**src/rtl/nsqrt_pkg.sv**
```systemverilog
// Shared constant for the fixed-point square root block.
`default_nettype none

package nsqrt_pkg;

   // Width of the root field on the result channel
   localparam int ROOT_WIDTH = 24;

endpackage

`default_nettype wire

```
**src/rtl/newton_square_root.sv**
```systemverilog
// Top level: sequencer around the digit step unit for the fixed-point floor square root.
// A run is PAIRS = (RADICAND_WIDTH + FRAC_BITS + 1) / 2 digit steps, 24 at the Q16.16
// default format, and the rsp_valid strobe is registered after the last step.
// Throughput: the single compare-and-subtract unit settles one root bit per cycle; a new
// start is not taken during a run, but is taken in the cycle the result is strobed.
// Reset (synchronous, active high) returns the sequencer to idle and drops the strobe.
// The result is strobed for one cycle and the receiver cannot stall it.
`default_nettype none

module newton_square_root import nsqrt_pkg::*; #(
   parameter int RADICAND_WIDTH = 32,
   parameter int FRAC_BITS      = 16
) (
   input  wire logic                      clock,
   input  wire logic                      reset,
   input  wire logic                      start,
   output logic                           busy,
   input  wire logic [RADICAND_WIDTH-1:0] req_radicand,
   output logic                           rsp_valid,
   output logic [ROOT_WIDTH-1:0]          rsp_root
);

   localparam int TOTAL = RADICAND_WIDTH + FRAC_BITS;
   localparam int PAIRS = (TOTAL + 1) / 2;
   localparam int SW    = 2 * PAIRS;
   localparam int CW    = $clog2(PAIRS + 1);

   typedef enum logic {
      ST_IDLE,
      ST_RUN
   } state_type;

   state_type                 state_ff, state_in;
   logic [SW-1:0]             shift_ff, shift_in;
   logic [PAIRS+1:0]          rem_ff, rem_in;
   logic [PAIRS-1:0]          root_ff, root_in;
   logic [CW-1:0]             count_ff, count_in;
   logic                      valid_ff, valid_in;
   logic [ROOT_WIDTH-1:0]     out_root_ff, out_root_in;

   logic [PAIRS+1:0]          step_rem;
   logic [PAIRS-1:0]          step_root;
   logic [ROOT_WIDTH+PAIRS-1:0] root_wide;
   logic                      take;

   // Shared digit step unit
   nsqrt_step #(
      .PAIRS(PAIRS)
   ) u_step (
      .rem_cur  (rem_ff),
      .root_cur (root_ff),
      .pair     (shift_ff[SW-1:SW-2]),
      .rem_next (step_rem),
      .root_next(step_root)
   );

   assign take      = start && (state_ff == ST_IDLE);
   assign root_wide = {{ROOT_WIDTH{1'b0}}, step_root};

   // Sequence the digit steps, one root bit per cycle
   always_comb begin
      state_in    = state_ff;
      shift_in    = shift_ff;
      rem_in      = rem_ff;
      root_in     = root_ff;
      count_in    = count_ff;
      valid_in    = 1'b0;
      out_root_in = out_root_ff;
      case (state_ff)
         ST_IDLE: begin
            if (take) begin
               shift_in = SW'(req_radicand) << FRAC_BITS;
               rem_in   = '0;
               root_in  = '0;
               count_in = CW'(PAIRS);
               state_in = ST_RUN;
            end
         end
         ST_RUN: begin
            shift_in = {shift_ff[SW-3:0], 2'b00};
            rem_in   = step_rem;
            root_in  = step_root;
            count_in = count_ff - CW'(1);
            if (count_ff == CW'(1)) begin
               valid_in    = 1'b1;
               out_root_in = root_wide[ROOT_WIDTH-1:0];
               state_in    = ST_IDLE;
            end
         end
         default: begin
            state_in = ST_IDLE;
         end
      endcase
   end

   // Hold state and registered outputs
   always_ff @(posedge clock) begin
      if (reset) begin
         state_ff <= ST_IDLE;
         valid_ff <= 1'b0;
         count_ff <= '0;
      end else begin
         state_ff <= state_in;
         valid_ff <= valid_in;
         count_ff <= count_in;
      end
      shift_ff    <= shift_in;
      rem_ff      <= rem_in;
      root_ff     <= root_in;
      out_root_ff <= out_root_in;
   end

   assign busy      = (state_ff != ST_IDLE);
   assign rsp_valid = valid_ff;
   assign rsp_root  = out_root_ff;

   // A start transfer always launches a run
   a_start_runs: assert property (@(posedge clock) disable iff (reset)
      (start && !busy) |=> busy)
      else $error("start transfer did not launch a run");

   // The last digit step strobes a result
   a_last_step_strobes: assert property (@(posedge clock) disable iff (reset)
      (busy && (count_ff == CW'(1))) |=> rsp_valid)
      else $error("final step produced no result");

   // A result strobe lasts exactly one cycle
   a_strobe_single: assert property (@(posedge clock) disable iff (reset)
      rsp_valid |=> !rsp_valid)
      else $error("result strobe held more than one cycle");

   // A result is only strobed once the run has ended
   a_strobe_idle: assert property (@(posedge clock) disable iff (reset)
      rsp_valid |-> !busy)
      else $error("result strobed while still running");

   // The step counter never runs out while busy
   a_count_live: assert property (@(posedge clock) disable iff (reset)
      busy |-> (count_ff != '0))
      else $error("step counter empty during a run");

endmodule

`default_nettype wire

```
**src/rtl/nsqrt_step.sv**
```systemverilog
// One restoring square-root digit step: shift in a bit pair, trial subtract, form one root bit.
`default_nettype none

module nsqrt_step #(
   parameter int PAIRS = 24
) (
   input  wire logic [PAIRS+1:0] rem_cur,
   input  wire logic [PAIRS-1:0] root_cur,
   input  wire logic [1:0]       pair,
   output logic      [PAIRS+1:0] rem_next,
   output logic      [PAIRS-1:0] root_next
);

   logic [PAIRS+1:0] rem_shift;
   logic [PAIRS+1:0] trial;
   logic [PAIRS+1:0] diff;
   logic             fits;

   // Bring down the next pair and build the trial 4*root + 1
   assign rem_shift = {rem_cur[PAIRS-1:0], pair};
   assign trial     = {root_cur, 2'b01};

   // Shared compare and subtract
   assign fits = (rem_shift >= trial);
   assign diff = rem_shift - trial;

   // Keep the difference when the trial fits and append the root bit
   assign rem_next  = fits ? diff : rem_shift;
   assign root_next = {root_cur[PAIRS-2:0], fits};

endmodule

`default_nettype wire
```
**config.mk**
```make
export PLATFORM = sky130hd
export DESIGN_NAME = newton_square_root
export DESIGN_NICKNAME = d
export VERILOG_FILES = /design/src/rtl/nsqrt_pkg.sv /design/src/rtl/newton_square_root.sv /design/src/rtl/nsqrt_step.sv
export SDC_FILE = /design/constraint.sdc
export NUM_CORES = 1
export LEC_CHECK = 0
export BUFFER_PORTS_ARGS = -buffer_cell sky130_fd_sc_hd__buf_4
export CAP_MARGIN = 0
export CORE_ASPECT_RATIO = 1.4
export CORE_MARGIN = 2
export CORE_UTILIZATION = 45
export CTS_CLUSTER_SIZE = 20
export DETAILED_ROUTE_END_ITERATION = 16
export PLACE_DENSITY = 0.6
export SYNTH_ARGS = -nofsm -noshare
export SYNTH_HDL_FRONTEND = slang
export SYNTH_HIERARCHICAL = 1
export SYNTH_SLANG_ARGS = --single-unit
export TNS_END_PERCENT = 100
```
**constraint.sdc**
```tcl
create_clock -name clock -period 4.29 [get_ports clock]
set_clock_uncertainty 0.15 [all_clocks]
set_input_delay 0.429 -clock clock [delete_from_list [all_inputs] [get_ports clock]]
set_output_delay 0.429 -clock clock [all_outputs]
set_load 0.02 [all_outputs]
```
==> flow_summary_export.csv, run 1 <==
group,metric,value,unit
run_status,status,"finished, final reports clean",
global_route,grt_max_degree,91,
sta,fmax,278,MHz
hold_path,hold_depth,2,
critical_path,cp_slowest_cell,"a21oi_4",
power_and_ir_drop,power.total,3.28,mW
sta,fin_crit_sh,83.9,%
sta,worst_pin_slew,0.857,ns
hold_path,whs_endpoint,"count_ff[1]$_SDFFE_PP0P_",
clocking,cts_setup_buffers,0,
yosys,avgSynthCellArea,11.9,µm²
critical_path,r2r_cells,10,
critical_path,critPathBufInv,1,
drt,wirelength,11000,µm
floorplan,row_count,50,
yosys,syn_area,6050,µm²
critical_path,critPathTopFamily,"compound AO/OA/AOI/OAI gates",
critical_path,crit_required,4.24,ns
placed_design,detailed_place_hpwl,7490,µm
final_layout,final_util,51.2,%
power_and_ir_drop,pwr-share-clk,25.0,%
clocking,cts_tree,"yes",
critical_path,timing.rr.end,"rem_ff[16]$_SDFFCE_PN0P_",
hold_path,hp-class,"in2reg",
clocking,clkSinkCount,111,
critical_path,cp.arrival,3.55,ns
yosys,yosysWarnings,6,
final_layout,fin_nets,603,
clocking,clock_latency,0.35,ns
drt,drtAntennaViolNets,0,
critical_path,crit_path_max_incr_delay,0.68,ns
clocking,cts_root_buf,"clkbuf_16",
power_and_ir_drop,powerDensity,482,nW/µm²
drt,dr.first_iter.drc_count,113,
clocking,htree_num_levels,3,
floorplan,die_h,141,µm
critical_path,start_kind,"register",
yosys,syn_inst,507,
sta,grt_setup_unrepaired,"false",
drt,drt-pass1-iter-count,4,
final_layout,drive_gt1_share,23.0,%
drt,vias,3759,
clocking,clkSlewWorstSetupHoldPaths,0.07,ns
global_route,grtUsageTotal,16.2,%
floorplan,initial_core_util,45.6,%
global_route,grt_overflow,0,
critical_path,crit_chain,"ha_1 > nand3_1 > nor3_2 > and2_1 > a41oi_1 > a31o_2 > a21oi_4 > buf_4 > a41oi_1 > and2_1",
global_route,grt_pass1_vias,3847,
final_layout,area_delta_synth_final,12.2,%
power_and_ir_drop,swShare,31.2,%
critical_path,worst-setup-path-type,"reg2reg",
floorplan,ios,61,
yosys,synth_fp_nets,570,
power_and_ir_drop,p_int,2.25,mW
drt,drcViolationCount,0,
drt,via_per_inst,5.18,
clocking,cts_buffers,9,
hold_path,min_from,"reset",
power_and_ir_drop,seqPwrFrac,42.4,%
sta,period_minus_slack,3.60,ns
final_layout,final_cell_mix,"edfxtp_1, buf_4, and2_1, a21oi_1, inv_1",
flow_run,drv_cap,0,
floorplan,die-area,14400,µm²
power_and_ir_drop,irDropWorstVdd,226,µV
final_layout,final_common_cell,"edfxtp_1",
placed_design,gp_congestion,0.858,
sta,finalSetupTns,0,ns
sta,final_hold_viol_count,0,
critical_path,startpoint,"rem_ff[14]$_SDFFCE_PN0P_",
critical_path,r2r_slack,0.69,ns
global_route,grt_antenna_before_repair,0,
critical_path,r2r-start,"rem_ff[14]$_SDFFCE_PN0P_",
clocking,cts_hold_buffers,0,
sta,max_slew_margin,42.7,%
sta,setup_viol,0,
sta,whs,0.147,ns
power_and_ir_drop,switching_power,1.02,mW
placed_design,io_buffers,60,
floorplan,fp.coreArea,13300,µm²
final_layout,fillerInstances,1234,
clocking,clk_path_buf_depth,2,
clocking,cts_resized,0,
sta,finalWorstSetupSlack,0.693,ns
final_layout,n_antenna_cell,0,
power_and_ir_drop,comb_power_share,32.5,%
floorplan,chipWidth,102,µm
sta,maxSlewViolCount,0,
power_and_ir_drop,p_leak,2.66,nW
global_route,grt_pass1_wl,18200,µm
critical_path,path_max_fanout,31,
placed_design,dpl_worst_slack,0.718,ns
critical_path,end_kind,"register",
drt,avgRoutedWirePerCell,15.2,µm
[flip-flops by register name, indices dropped and copies added (netlist names)]
signal and count:
busy 1, count_ff 5, rem_ff 24, root_ff 24, rsp_root 24, rsp_valid 1
shift_ff 32
[routing by layer]
| metal | vias up | wire [µm] | part of all wire [%] | global-route usage (%) |
|---|---|---|---|---|
| li1 | 1852 | - | - | - |
| met1 | 1808 | 4580 | 42 | 18.4 |
| met2 | 75 | 5710 | 52 | 28.5 |
| met3 | 24 | 412 | 3.7 | 3.72 |
| met4 | 0 | 303 | 2.8 | 7.02 |
| met5 | - | 0 | 0 | 0 |
[per-stage QoR]
step	area [µm²]	instances
2_1_floorplan	6050	507
3_3_place_gp	6510	711
3_5_place_dp	6510	711
4_1_cts	6790	726
5_1_grt	6790	726
6_report	6790	726
[power by group through the flow]
stage	combinational (mW)	sequential [mW]	clock (mW)
2_1_floorplan	0.892	1.40	0
4_1_cts	1.07	1.39	0.846
6_report	1.07	1.39	0.820
5_1_grt	1.20	1.40	0.875
3_5_place_dp	1.06	1.41	0
3_3_place_gp	1.05	1.41	0
[worst max-delay path by stage]
stage                                     to  slack, ns  cells after the start
floorplan           rem_ff[22]$_SDFFCE_PN0P_       1.34                      9
global route        rem_ff[16]$_SDFFCE_PN0P_       0.40                     11
finish              rem_ff[16]$_SDFFCE_PN0P_       0.69                     10
global placement    rem_ff[16]$_SDFFCE_PN0P_       0.83                     10
CTS                 rem_ff[16]$_SDFFCE_PN0P_       0.69                     10
detailed placement  rem_ff[16]$_SDFFCE_PN0P_       0.72                     10
[area by class of cell]
type                            instances  area, µm²  area share (%)
Multi-Input combinational cell        317       2380            35.1
Timing Repair Buffer                   64        493            7.26
Clock buffer                            9        225            3.32
Inverter                               37        139            2.04
Sequential cell                       111       3260            48.1
Clock inverter                          6       60.1           0.884
Tap cell                              182        228            3.35
No activity file was read; power rests on OpenSTA's default activity.
==> run 2, diff against run 1 <==
--- a/config.mk
+++ b/config.mk
@@ -5,6 +5,7 @@
 export SDC_FILE = /design/constraint.sdc
 export NUM_CORES = 1
 export LEC_CHECK = 0
+export ABC_AREA = 1
 export BUFFER_PORTS_ARGS = -buffer_cell sky130_fd_sc_hd__buf_4
 export CAP_MARGIN = 0
 export CORE_ASPECT_RATIO = 1.4
@@ -12,7 +13,7 @@
 export CORE_UTILIZATION = 45
 export CTS_CLUSTER_SIZE = 20
 export DETAILED_ROUTE_END_ITERATION = 16
-export PLACE_DENSITY = 0.6
+export PLACE_DENSITY = 0.62
 export SYNTH_ARGS = -nofsm -noshare
 export SYNTH_HDL_FRONTEND = slang
 export SYNTH_HIERARCHICAL = 1
==> constraint.sdc (replaced) <==
create_clock -name clock -period 3.1 [get_ports clock]
set_clock_uncertainty 0.15 [all_clocks]
set_input_delay 0.31 -clock clock [delete_from_list [all_inputs] [get_ports clock]]
set_output_delay 0.31 -clock clock [all_outputs]
set_load 0.02 [all_outputs]
==> run 2 against run 1 <==
Against the previous run:
- critical path depth is 3 higher
- worst hold slack lost 0.082 ns
- sequential cell count is the same
==> flow_summary_export.csv, run 2 <==
group,metric,value,unit
sta,fin_crit_sh,90.7,%
global_route,grtUsageTotal,18.1,%
critical_path,crit_required,3.06,ns
sta,maxSlewViolCount,0,
yosys,yosysWarnings,6,
critical_path,path_max_fanout,36,
global_route,grt_pass1_wl,23100,µm
sta,fmax,356,MHz
drt,avgRoutedWirePerCell,12.6,µm
final_layout,area_delta_synth_final,10.8,%
final_layout,n_antenna_cell,0,
run_status,status,"finished, final reports clean",
drt,vias,5012,
floorplan,die-area,16100,µm²
sta,setup_viol,0,
critical_path,cp.arrival,2.77,ns
hold_path,hp-class,"in2reg",
clocking,clkSlewWorstSetupHoldPaths,0.08,ns
power_and_ir_drop,powerDensity,638,nW/µm²
clocking,htree_num_levels,3,
placed_design,dpl_worst_slack,0.382,ns
drt,wirelength,13700,µm
sta,max_slew_margin,44.7,%
sta,finalSetupTns,0,ns
yosys,syn_inst,853,
critical_path,start_kind,"register",
clocking,cts_tree,"yes",
clocking,cts_resized,0,
drt,dr.first_iter.drc_count,228,
clocking,clock_latency,0.35,ns
critical_path,worst-setup-path-type,"reg2reg",
final_layout,final_cell_mix,"nand2_1, inv_1, edfxtp_1, buf_4, nor2_1",
final_layout,final_util,50.6,%
final_layout,drive_gt1_share,11.4,%
floorplan,die_h,149,µm
global_route,grt_pass1_vias,4926,
placed_design,gp_congestion,0.878,
power_and_ir_drop,p_leak,4.03,nW
sta,final_hold_viol_count,0,
placed_design,io_buffers,60,
floorplan,fp.coreArea,14900,µm²
final_layout,regMostFlops,"shift_ff",
clocking,cts_root_buf,"clkbuf_16",
critical_path,end_kind,"register",
clocking,cts_buffers,9,
global_route,grt_antenna_before_repair,0,
floorplan,initial_core_util,45.6,%
clocking,clk_path_buf_depth,2,
drt,drtAntennaViolNets,0,
clocking,clkSinkCount,111,
drt,drt-pass1-iter-count,4,
yosys,avgSynthCellArea,7.95,µm²
sta,whs,0.0651,ns
sta,worst_pin_slew,0.829,ns
yosys,synth_fp_nets,916,
drt,via_per_inst,4.62,
sta,grt_setup_unrepaired,"false",
floorplan,row_count,53,
sta,period_minus_slack,2.81,ns
global_route,grt_max_degree,81,
yosys,syn_area,6780,µm²
placed_design,detailed_place_hpwl,9830,µm
final_layout,final_common_cell,"nand2_1",
drt,drcViolationCount,0,
final_layout,fin_nets,952,
sta,finalWorstSetupSlack,0.289,ns
global_route,grt_overflow,0,
floorplan,chipWidth,108,µm
floorplan,ios,61,
flow_run,drv_cap,0,
final_layout,largest_reg_flops,32,
power_and_ir_drop,irDropWorstVdd,396,µV
## run 2: cell types whose count changed in the layout (fill, tap and decap cells not counted), sizes merged, moves of 10 or more
cell	delta
nand2	+330
inv	+149
and2	-48
mux2	-35
a21oi	-28
nand3	+25
nand4	+18
xnor2	-12
nor2	+10
## run 2: per-stage QoR
step / power, mW / std cells / instance area, µm²
after floorplan: 3.25 / 853 / 6780
after global placement: 3.56 / 1069 / 7170
after detailed placement: 3.56 / 1069 / 7170
after CTS: 4.83 / 1086 / 7510
after global routing: 5.15 / 1086 / 7510
final: 4.79 / 1086 / 7510
## run 2: path summary, 6_finish.rpt
| path | from | endpoint | slack [ns] | depth (start not counted) |
|---|---|---|---|---|
| worst min register to register | count_ff[1]$_SDFFE_PP0P_ | count_ff[1]$_SDFFE_PP0P_ | 0.33 | 2 |
| worst min-delay path | req_radicand[16] | shift_ff[32]$_DFFE_PP_ | 0.07 | 3 |
| worst max register to register | rem_ff[3]$_SDFFCE_PN0P_ | rem_ff[8]$_SDFFCE_PN0P_ | 0.29 | 13 |
| worst max-delay path | rem_ff[3]$_SDFFCE_PN0P_ | rem_ff[8]$_SDFFCE_PN0P_ | 0.29 | 13 |
## run 2: where the power goes
group | internal [mW] | leakage (nW) | switching (mW)
registers | 1.84 | 1.12 | 0.0837
clock network | 0.655 | 0.158 | 0.590
logic | 0.556 | 2.75 | 1.06
total | 3.05 | 4.03 | 1.74
## run 2: final cells by class
type	instances	area, µm²
Timing Repair Buffer	67	505
Multi-Input combinational cell	516	2480
Fill cell	1503	7340
Tap cell	192	240
Clock inverter	7	100
Clock buffer	9	225
Sequential cell	111	3260
Inverter	184	691
## run 2: repair_timing
action / 4_1_cts / 5_1_grt
setup buffers: 0 / 0
hold buffers: 1 / 0
endpoints found under the hold margin: 3 / 0
## run 2: layer usage
layer,track usage (%),share of wire (%)
met1,22.2,43
met5,0,0
met2,31.9,51
met3,2.88,3.2
met4,6.73,2.4
## run 2: critical path: stages, from the launching register on
cell and delay (ns):
edfxtp_1 0.41, ha_1 0.37, nand2_1 0.14, inv_1 0.06
nand2_1 0.07, nand3_2 0.12, nand2_1 0.09, nand2_2 0.09
nand2_4 0.20, nand3_4 0.40, nand2_1 0.21, o21ai_1 0.11
nand2_1 0.09, inv_1 0.05
==> run 3, diff against run 2 <==
--- a/config.mk
+++ b/config.mk
@@ -14,6 +14,7 @@
 export CTS_CLUSTER_SIZE = 20
 export DETAILED_ROUTE_END_ITERATION = 16
 export PLACE_DENSITY = 0.62
+export RECOVER_POWER = 100
 export SYNTH_ARGS = -nofsm -noshare
 export SYNTH_HDL_FRONTEND = slang
 export SYNTH_HIERARCHICAL = 1
==> run 3 against run 2 <==
Against the previous run:
- the flow now finishes with violations (max-capacitance violations, max-slew violations)
- count of clock-buffer cells in the layout did not move
- maximum frequency rose by 0.19%
- global-route usage did not move
- combinational power barely moved
- wire length fell by 0.32%
==> flow_summary_export.csv, run 3 (synthesis gave the netlist of run 2 again) <==
group,metric,value,unit
clocking,clk_path_buf_depth,2,
placed_design,dpl_worst_slack,0.382,ns
drt,drtAntennaViolNets,0,
critical_path,crit_required,3.05,ns
clocking,clock_latency,0.35,ns
floorplan,fp.coreArea,14900,µm²
sta,fin_crit_sh,90.5,%
final_layout,instances_no_fill,1086,
global_route,grt_pass1_vias,4926,
global_route,grt_max_degree,81,
placed_design,gp_congestion,0.878,
clocking,clkSinkCount,111,
sta,worst_pin_slew,1.78,ns
sta,fmax,356,MHz
sta,maxSlewViolCount,139,
placed_design,dp.cells,1069,
critical_path,end_kind,"register",
placed_design,detailed_place_hpwl,9830,µm
critical_path,path_max_fanout,36,
sta,setup_viol,0,
final_layout,largest_reg_flops,32,
sta,grt_setup_unrepaired,"false",
sta,period_minus_slack,2.81,ns
drt,wirelength,13600,µm
drt,drcViolationCount,0,
sta,final_hold_viol_count,0,
critical_path,worst-setup-path-type,"reg2reg",
final_layout,multiInputGateArea,2480,µm²
power_and_ir_drop,power.total,4.77,mW
final_layout,fillerInstances,1521,
floorplan,die-area,16100,µm²
run_status,violations,"max-capacitance violations, max-slew violations",
drt,via_per_inst,4.64,
floorplan,die_h,149,µm
global_route,grt_overflow,0,
clocking,cts_buffers,9,
floorplan,ios,61,
global_route,grtUsageTotal,18.1,%
final_layout,regArea,3260,µm²
global_route,grt_antenna_before_repair,0,
clocking,cts_root_buf,"clkbuf_16",
power_and_ir_drop,p_leak,3.93,nW
sta,finalSetupTns,0,ns
final_layout,n_antenna_cell,0,
clocking,htree_num_levels,3,
placed_design,io_buffers,60,
power_and_ir_drop,powerDensity,645,nW/µm²
final_layout,final_common_cell,"nand2_1",
floorplan,initial_core_util,45.6,%
clocking,cts_tree,"yes",
drt,dr.first_iter.drc_count,230,
drt,drt-pass1-iter-count,4,
final_layout,regMostFlops,"shift_ff",
drt,vias,5035,
final_layout,fin_nets,952,
floorplan,row_count,53,
global_route,grt_pass1_wl,23100,µm
sta,finalWorstSetupSlack,0.294,ns
critical_path,start_kind,"register",
sta,max_slew_margin,-18.6,%
hold_path,hp-class,"in2reg",
clocking,clkSlewWorstSetupHoldPaths,0.08,ns
power_and_ir_drop,irDropWorstVdd,396,µV
final_layout,drive_gt1_share,7.94,%
critical_path,cp.arrival,2.76,ns
run_status,status,"finished, violations left",
flow_run,drv_cap,3,
final_layout,area_delta_synth_final,9.16,%
final_layout,final_cell_mix,"nand2_1, inv_1, edfxtp_1, nor2_1, buf_4",
floorplan,chipWidth,108,µm
drt,avgRoutedWirePerCell,12.5,µm
[run 3: metrics by stage]
step / hold slack, ns / utilization [%] / instance area (µm²)
detailed placement: 0.318 / 48.3 / 7170
global placement: 0.308 / 48.3 / 7170
finish: 0.0654 / 49.8 / 7400
floorplan: 0.229 / - / 6780
CTS: 0.0550 / 50.6 / 7510
global route: 0.0619 / 49.8 / 7400
[run 3: area by class of cell]
class	count	share of cell area, %
Clock buffer	9	3.04
Clock inverter	7	1.35
Inverter	184	9.34
Multi-Input combinational cell	516	33.6
Sequential cell	111	44.1
Tap cell	192	3.25
Timing Repair Buffer	67	5.34
[run 3: repair_timing]
action | CTS | global route
hold buffers | 1 | 0
hold endpoints to repair | 3 | 0
setup buffers | 0 | 0
resized for setup | 0 | 0
[run 3: layer usage]
layer  up-vias  wire, µm  track usage, %
met1      2261      5800            22.2
met5         -         0               0
met2        99      6990            31.9
met3        19       492            2.88
met4         0       330            6.73
li1       2656         -               -
[run 3: critical path: stages (launching register included)]
cell,delay [ns]
edfxtp_1,0.41
ha_1,0.37
nand2_1,0.14
inv_1,0.05
nand2_1,0.07
nand3_2,0.12
nand2_1,0.09
nand2_2,0.09
nand2_4,0.20
nand3_4,0.38
nand2_1,0.21
o21ai_1,0.11
nand2_1,0.09
inv_1,0.07
[run 3: final timing paths]
check                                  end  slack, ns  cells past startpoint                      from
hold / removal      shift_ff[29]$_DFFE_PP_       0.07                      3          req_radicand[13]
setup reg to reg   rem_ff[8]$_SDFFCE_PN0P_       0.29                     13   rem_ff[3]$_SDFFCE_PN0P_
setup / recovery   rem_ff[8]$_SDFFCE_PN0P_       0.29                     13   rem_ff[3]$_SDFFCE_PN0P_
hold reg to reg   count_ff[1]$_SDFFE_PP0P_       0.33                      2  count_ff[1]$_SDFFE_PP0P_
[run 3: power breakdown]
part / leakage [nW] / internal, mW / switching, mW
logic: 2.65 / 0.547 / 1.06
registers: 1.12 / 1.84 / 0.0832
clock network: 0.158 / 0.655 / 0.587
total: 3.93 / 3.04 / 1.73
